`src/sv/two_body_verlet_step_macros.svh`:
```
// Assertion macros for the two-body Verlet step block.
`ifndef TWO_BODY_VERLET_STEP_MACROS_SVH
`define TWO_BODY_VERLET_STEP_MACROS_SVH

// Same-cycle implication, sampled on clock, off during reset.
`define TBVS_ASSERT_NOW(lbl, ante, cons, msg) \
   lbl: assert property (@(posedge clock) disable iff (reset) (ante) |-> (cons)) \
      else $error(msg);

// Next-cycle implication, sampled on clock, off during reset.
`define TBVS_ASSERT_NEXT(lbl, ante, cons, msg) \
   lbl: assert property (@(posedge clock) disable iff (reset) (ante) |=> (cons)) \
      else $error(msg);

`endif

```
`src/sv/tbvs_pkg.sv`:
```
// Shared types, constants, microcode and saturation helpers for the Verlet step block.
`timescale 1ns / 1ps
`default_nettype none
package tbvs_pkg;

   localparam int FRAC_BITS_DEF = 48;
   localparam int DATA_W        = 64;
   localparam int WIDE_W        = 128;
   localparam int CFG_W         = 63;
   localparam int CSR_IDX_W     = 3;
   localparam int PC_W          = 6;
   localparam int REQ_TDATA_W   = 8;
   localparam int RSP_TDATA_W   = 640;

   localparam logic [CFG_W-1:0] RST_STEP_H = 63'd2814749767;
   localparam logic [CFG_W-1:0] RST_GRAV   = 63'd11112186675771662;
   localparam logic [CFG_W-1:0] RST_MASS   = 63'd844424930;
   localparam logic signed [DATA_W-1:0] RST_INIT_X  = 64'sd281474976710656;
   localparam logic signed [DATA_W-1:0] RST_INIT_Y  = 64'sd0;
   localparam logic signed [DATA_W-1:0] RST_INIT_VX = 64'sd0;
   localparam logic signed [DATA_W-1:0] RST_INIT_VY = 64'sd1768559438007110;

   localparam logic signed [DATA_W-1:0] S64_MAX = 64'h7FFF_FFFF_FFFF_FFFF;
   localparam logic signed [DATA_W-1:0] S64_MIN = 64'h8000_0000_0000_0000;

   typedef enum logic [CSR_IDX_W-1:0] {
      REG_STEP_H, REG_GRAV, REG_MASS, REG_INIT_X, REG_INIT_Y, REG_INIT_VX, REG_INIT_VY
   } csr_reg_type;

   typedef enum logic [3:0] {
      OP_MOV, OP_ADD, OP_SUB, OP_AVG, OP_NEG, OP_MULR, OP_MULH, OP_DIV, OP_SQRT,
      OP_JMP, OP_END
   } op_type;

   typedef enum logic [4:0] {
      S_X, S_Y, S_VX, S_VY, S_AX, S_AY, S_T, S_NX, S_NY, S_R, S_FAC,
      S_T0, S_T1, S_T2, S_T3, S_KIN, S_POT, S_TOT, S_LZ,
      S_H, S_GM, S_M, S_IX, S_IY, S_IVX, S_IVY, S_ZERO
   } sel_type;

   typedef struct packed {
      op_type              op;
      sel_type             a;
      sel_type             b;
      sel_type             d;
      logic [PC_W-1:0]     tgt;
   } uop_type;

   typedef struct packed {
      logic    start;
      logic    load_out;
      uop_type uop;
   } dp_cmd_type;

   typedef struct packed {
      logic done;
      logic out_full;
   } dp_stat_type;

   localparam logic [PC_W-1:0] STEP_PC = 6'd0;
   localparam logic [PC_W-1:0] EMIT_PC = 6'd27;
   localparam logic [PC_W-1:0] RST_PC  = 6'd40;

   function automatic uop_type mk(input op_type op, input sel_type a, input sel_type b,
                                  input sel_type d);
      uop_type u;
      u.op  = op;
      u.a   = a;
      u.b   = b;
      u.d   = d;
      u.tgt = '0;
      return u;
   endfunction

   function automatic uop_type ucode(input logic [PC_W-1:0] pc);
      uop_type u;
      u = mk(OP_END, S_ZERO, S_ZERO, S_T0);
      case (pc)
         // advance position
         6'd0:  u = mk(OP_MULR, S_H,   S_VX,  S_T0);
         6'd1:  u = mk(OP_ADD,  S_X,   S_T0,  S_T0);
         6'd2:  u = mk(OP_MULH, S_H,   S_AX,  S_T1);
         6'd3:  u = mk(OP_SUB,  S_T0,  S_T1,  S_NX);
         6'd4:  u = mk(OP_MULR, S_H,   S_VY,  S_T0);
         6'd5:  u = mk(OP_ADD,  S_Y,   S_T0,  S_T0);
         6'd6:  u = mk(OP_MULH, S_H,   S_AY,  S_T1);
         6'd7:  u = mk(OP_SUB,  S_T0,  S_T1,  S_NY);
         6'd8:  u = mk(OP_SQRT, S_NX,  S_NY,  S_R);
         // new acceleration terms
         6'd9:  u = mk(OP_MULR, S_H,   S_GM,  S_FAC);
         6'd10: u = mk(OP_MULR, S_FAC, S_NX,  S_T0);
         6'd11: u = mk(OP_DIV,  S_T0,  S_R,   S_T0);
         6'd12: u = mk(OP_DIV,  S_T0,  S_R,   S_T0);
         6'd13: u = mk(OP_DIV,  S_T0,  S_R,   S_T2);
         6'd14: u = mk(OP_MULR, S_FAC, S_NY,  S_T0);
         6'd15: u = mk(OP_DIV,  S_T0,  S_R,   S_T0);
         6'd16: u = mk(OP_DIV,  S_T0,  S_R,   S_T0);
         6'd17: u = mk(OP_DIV,  S_T0,  S_R,   S_T3);
         // velocity and state commit
         6'd18: u = mk(OP_AVG,  S_AX,  S_T2,  S_T0);
         6'd19: u = mk(OP_SUB,  S_VX,  S_T0,  S_VX);
         6'd20: u = mk(OP_AVG,  S_AY,  S_T3,  S_T0);
         6'd21: u = mk(OP_SUB,  S_VY,  S_T0,  S_VY);
         6'd22: u = mk(OP_MOV,  S_NX,  S_ZERO, S_X);
         6'd23: u = mk(OP_MOV,  S_NY,  S_ZERO, S_Y);
         6'd24: u = mk(OP_MOV,  S_T2,  S_ZERO, S_AX);
         6'd25: u = mk(OP_MOV,  S_T3,  S_ZERO, S_AY);
         6'd26: u = mk(OP_ADD,  S_T,   S_H,   S_T);
         // report row
         6'd27: u = mk(OP_MULR, S_VX,  S_VX,  S_T0);
         6'd28: u = mk(OP_MULR, S_VY,  S_VY,  S_T1);
         6'd29: u = mk(OP_ADD,  S_T0,  S_T1,  S_T0);
         6'd30: u = mk(OP_MULH, S_M,   S_T0,  S_KIN);
         6'd31: u = mk(OP_MULR, S_GM,  S_M,   S_T0);
         6'd32: u = mk(OP_NEG,  S_T0,  S_ZERO, S_T0);
         6'd33: u = mk(OP_DIV,  S_T0,  S_R,   S_POT);
         6'd34: u = mk(OP_MULR, S_X,   S_VY,  S_T0);
         6'd35: u = mk(OP_MULR, S_Y,   S_VX,  S_T1);
         6'd36: u = mk(OP_SUB,  S_T0,  S_T1,  S_T0);
         6'd37: u = mk(OP_MULR, S_M,   S_T0,  S_LZ);
         6'd38: u = mk(OP_ADD,  S_KIN, S_POT, S_TOT);
         6'd39: u = mk(OP_END,  S_ZERO, S_ZERO, S_T0);
         // restart load
         6'd40: u = mk(OP_MOV,  S_IX,  S_ZERO, S_X);
         6'd41: u = mk(OP_MOV,  S_IY,  S_ZERO, S_Y);
         6'd42: u = mk(OP_MOV,  S_IVX, S_ZERO, S_VX);
         6'd43: u = mk(OP_MOV,  S_IVY, S_ZERO, S_VY);
         6'd44: u = mk(OP_MOV,  S_ZERO, S_ZERO, S_T);
         6'd45: u = mk(OP_SQRT, S_X,   S_Y,   S_R);
         6'd46: u = mk(OP_MULR, S_H,   S_GM,  S_FAC);
         6'd47: u = mk(OP_MULR, S_FAC, S_X,   S_T0);
         6'd48: u = mk(OP_DIV,  S_T0,  S_R,   S_T0);
         6'd49: u = mk(OP_DIV,  S_T0,  S_R,   S_T0);
         6'd50: u = mk(OP_DIV,  S_T0,  S_R,   S_AX);
         6'd51: u = mk(OP_MULR, S_FAC, S_Y,   S_T0);
         6'd52: u = mk(OP_DIV,  S_T0,  S_R,   S_T0);
         6'd53: u = mk(OP_DIV,  S_T0,  S_R,   S_T0);
         6'd54: u = mk(OP_DIV,  S_T0,  S_R,   S_AY);
         6'd55: begin
            u     = mk(OP_JMP, S_ZERO, S_ZERO, S_T0);
            u.tgt = EMIT_PC;
         end
         default: u = mk(OP_END, S_ZERO, S_ZERO, S_T0);
      endcase
      return u;
   endfunction

   // Signed result from sign and 128-bit magnitude, clamped to 64 bits.
   function automatic logic signed [DATA_W-1:0] sat_mag(input logic neg,
                                                         input logic [WIDE_W-1:0] m);
      logic [DATA_W-1:0] lo;
      lo = m[DATA_W-1:0];
      if (neg) begin
         if (m[WIDE_W-1:DATA_W] != '0 || lo > S64_MIN) return S64_MIN;
         return 64'd0 - lo;
      end
      if (m[WIDE_W-1:DATA_W] != '0 || lo > S64_MAX) return S64_MAX;
      return lo;
   endfunction

   function automatic logic signed [DATA_W-1:0] sat65(input logic signed [DATA_W:0] s);
      if (s[DATA_W] != s[DATA_W-1]) return s[DATA_W] ? S64_MIN : S64_MAX;
      return s[DATA_W-1:0];
   endfunction

endpackage
`default_nettype wire

```
`src/sv/tbvs_ctrl.sv`:
```
// Controller: steps through the microcode, issuing one operation at a time to the datapath.
`timescale 1ns / 1ps
`default_nettype none
module tbvs_ctrl import tbvs_pkg::*; (
   input  logic         clock,
   input  logic         reset,
   input  logic         req_tvalid,
   input  logic         req_restart,
   output logic         req_tready,
   output dp_cmd_type   cmd,
   input  dp_stat_type  stat
);

   typedef enum logic [1:0] {CS_IDLE, CS_ISSUE, CS_WAIT, CS_OUT} cs_type;

   cs_type            state_ff;
   logic [PC_W-1:0]   pc_ff;
   logic              silent_ff;
   uop_type           uop;

   assign uop = ucode(pc_ff);

   always_ff @(posedge clock) begin
      if (reset) begin
         // boot runs the restart program without reporting
         state_ff  <= CS_ISSUE;
         pc_ff     <= RST_PC;
         silent_ff <= 1'b1;
      end else begin
         case (state_ff)
            CS_IDLE: begin
               if (req_tvalid) begin
                  pc_ff     <= req_restart ? RST_PC : STEP_PC;
                  silent_ff <= 1'b0;
                  state_ff  <= CS_ISSUE;
               end
            end
            CS_ISSUE: begin
               case (uop.op)
                  OP_JMP: pc_ff <= uop.tgt;
                  OP_END: state_ff <= silent_ff ? CS_IDLE : CS_OUT;
                  default: state_ff <= CS_WAIT;
               endcase
            end
            CS_WAIT: begin
               if (stat.done) begin
                  pc_ff    <= pc_ff + PC_W'(1);
                  state_ff <= CS_ISSUE;
               end
            end
            CS_OUT: if (!stat.out_full) state_ff <= CS_IDLE;
            default: state_ff <= CS_IDLE;
         endcase
      end
   end

   always_comb begin
      req_tready   = (state_ff == CS_IDLE);
      cmd.uop      = uop;
      cmd.start    = (state_ff == CS_ISSUE) && (uop.op != OP_JMP) && (uop.op != OP_END);
      cmd.load_out = (state_ff == CS_OUT) && !stat.out_full;
   end

endmodule
`default_nettype wire

```
`config.mk`:
```
export PLATFORM = sky130hd
export DESIGN_NAME = tbvs_ctrl
export DESIGN_NICKNAME = d
export VERILOG_FILES = /design/src/sv/two_body_verlet_step_macros.svh /design/src/sv/tbvs_pkg.sv /design/src/sv/tbvs_ctrl.sv
export SDC_FILE = /design/constraint.sdc
export NUM_CORES = 1
export LEC_CHECK = 0
export ABC_AREA = 1
export BUFFER_PORTS_ARGS = -buffer_cell sky130_fd_sc_hd__clkbuf_2
export CAP_MARGIN = 0
export CORE_MARGIN = 5
export CORE_UTILIZATION = 35
export DETAILED_ROUTE_END_ITERATION = 8
export GPL_ROUTABILITY_DRIVEN = 0
export GPL_TIMING_DRIVEN = 0
export MAX_ROUTING_LAYER = met4
export PLACE_DENSITY_LB_ADDON = 0.05
export SYNTH_ARGS = -nofsm -noshare
export SYNTH_HDL_FRONTEND = slang
export SYNTH_SLANG_ARGS = --single-unit
```
`constraint.sdc`:
```
create_clock -name clock -period 2.8 [get_ports clock]
set_clock_uncertainty 0.05 [all_clocks]
set_input_delay 0.56 -clock clock [delete_from_list [all_inputs] [get_ports clock]]
set_output_delay 0.56 -clock clock [all_outputs]
set_load 0.02 [all_outputs]
```
==> results.toml <==
[sta]
tns_ns = 0
setup_viol = 0
period_share = 0.925
clock.fmax_mhz = 386
setup_ws_ns = 0.209
fin_crit_ns = 2.59
hold_viol_final = 0
maxSlewViolCount = 0
hold-worst-slack_ns = 0.419
rsz0062_at_grt = "false"

[grt]
antenna_found_initial = 0
grt_max_degree = 11
use_met2 = 0.286
grt_overflow = 0
use_met3 = 0.0503
grt_pass1_wl_um = 14800
grt-busiest-layer = "met2"
grt_pass1_vias = 2921
use_met1 = 0.264
grt_usage = 0.195

[synth]
netlist-cell-type-count = 32
avgSynthCellArea_um2 = 6.14
async_reset_ff_frac = 0
synth-edff-count = 0
ys.flop_type = "dfxtp_1"
seq_area_frac_synth = 0.217
synth-seq-cells = 29
yosys.area.top_type_share = 0.217
synth.area.top_cells = "dfxtp_1 (22%), nand2_1 (21%), nand3_1 (18%)"
yosys_warnings = 0
yosysTopAreaCell = "dfxtp_1"
syn-cell-area_mm2 = 0.00267
synthCells = 435

[setup_path]
cp_common_cell = "nand2_1"
crit_arrival_ns = 2.78
cp-end-kind = "register"
r2r_cells = 17
crit_type = "reg -> reg"
rrSetupSlack_ns = 0.21
r2r-end = "uop[15]"
cpMaxStageDelayCell = "dfxtp_1"
slowest_delay_ns = 0.35
crit_chain = "inv_1 -> ha_1 -> nand2_1 -> nand2_2 -> nor2_4 -> nand2_2 -> buf_6 -> nand2_1 -> nand3_4 -> inv_8 -> ha_1 -> nand2_2 -> nand2_1 -> nand3_1 -> nand2_1 -> inv_2 -> nand2_1"
required_ns = 2.99
cp-start-kind = "register"
worst-path-max-fanout = 10
endpoint = "uop[15]"
r2r_start = "state_ff[0]"
startpoint = "state_ff[0]"

[floorplanning]
core_mm2 = 0.00733
io-pin-count = 34
die_w_um = 97.4
rows = 31
dieArea_mm2 = 0.00948
fp.dieH_um = 97.4
start_util = 0.364

[power]
p_leak_nw = 1.65
finalPower_w = 0.00419
p_per_area_mw_per_mm2 = 1310
peakVddDrop_v = 0.000410

[final_layout]
area_growth_pct = 19.4
nFillCells = 796
num_antenna_cells = 0
layout_common_cells = "nand2_1 (147), nand3_1 (92), inv_1 (33)"
seq_area_um2 = 581
layout.nets = 504
final_common_cell = "nand2_1"
final_area_mm2 = 0.00319
multi_input_area_mm2 = 0.00184
drive_gt1_frac = 0.252

[clocking]
clkSinkCount = 29
hold_buffers = 0
numCtsBuffers = 5
clk_pin_slew_worst_paths_ns = 0.07
max-clock-path-buffers = 2
cts_root_buffer = "clkbuf_8"
cts_tree = "yes"
cts_max_level = 2
clk_latency_ns = 0.28

[place]
portBuffers = 31
dp_hpwl_um = 6690
dpl-instance-area_mm2 = 0.00295
post-place-ws_ns = -0.194

[drt]
drt-vias-per-instance = 5.33
vias = 3111
ant_nets = 0
initialDrtViolationCount = 331
wl_um = 9000
route.detailed.drc = 0
first_pass_iters = 5
wl_per_cell_um = 15.4

[worst_hold_path]
hp-class = "reg -> reg"

[run]
maxCapViolCount = 0

[status]
status = "finished, final reports clean"
==> per-layer routing <==
| layer | wire length, um | share of wire | up-vias |
|---|---|---|---|
| met1 | 4000 | 0.44 | 1380 |
| li1 | - | - | 1503 |
| met4 | 208 | 0.023 | 0 |
| met2 | 3830 | 0.43 | 197 |
| met5 | 0 | 0 | - |
| met3 | 960 | 0.11 | 31 |
==> stage by stage <==
stage / instances / utilization
final: 584 / 0.435
after global routing: 584 / 0.435
after CTS: 577 / 0.421
after detailed placement: 566 / 0.403
after global placement: 566 / 0.403
after floorplan: 436 / -
==> repair_timing <==
action | CTS | global route
setup buffers | 3 | 7
gates resized for setup | 7 | 14
endpoints found under the setup margin | 12 | 18
pin swaps | 0 | 1
==> cells by family (layout without fill, tap and decap cells) <==
kind of cell / after synthesis / count (layout) / synth area share
buffers and inverters: 65 / 114 / 0.122
AOI/OAI and AO/OA: 26 / 26 / 0.0651
DFF: 29 / 29 / 0.217
adders and majority gates: 14 / 14 / 0.0656
other: 1 / 2 / 0.00140
and+or+nand+nor: 300 / 300 / 0.528
==> where the power goes <==
part           switching, W  total, W  internal (W)
clock network      0.000166  0.000338      0.000172
logic               0.00213   0.00320       0.00107
registers         0.0000754  0.000651      0.000575
==> cell usage after synthesis, types with 3 or more instances <==
master,count
buf_2,8
o21ai_0,8
nor2_1,20
a21oi_1,8
nand3_4,3
nor2_2,3
nand2_1,149
ha_1,14
buf_4,10
nand2_4,3
dfxtp_1,29
nand2_2,12
nand4_1,7
nand3_1,94
buf_6,4
inv_2,7
inv_1,34
==> cell type report <==
cell class                 instances  share of cell area
inverter                          42              0.0541
tap                               99              0.0388
clock buffer                       6              0.0228
buffer                            23              0.0514
clock inverter                     2             0.00314
sequential                        29               0.182
timing repair buffer              41              0.0722
multi-input combinational        342               0.576
==> worst min path at each step <==
stage	from	to	slack, ns	cells after the start
floorplan	silent_ff	silent_ff	0.39	2
global placement	silent_ff	silent_ff	0.41	2
detailed placement	silent_ff	silent_ff	0.41	2
CTS	silent_ff	silent_ff	0.42	2
global route	silent_ff	silent_ff	0.46	2
finish	silent_ff	silent_ff	0.42	2
==> worst max-delay path, delay by kind of cell, from the launching register on <==
kind / cells / cell delay, ns
fa+ha+maj: 2 / 0.44
buf+inv: 4 / 0.42
flops: 1 / 0.35
simple gates: 11 / 1.25
==> state kept, by name, indices dropped and copies added, names as in the netlist <==
| signal | count |
|---|---|
| pc_ff | 6 |
| silent_ff | 1 |
| state_ff | 2 |
| uop | 20 |
Power figures use the tool's default switching activity.
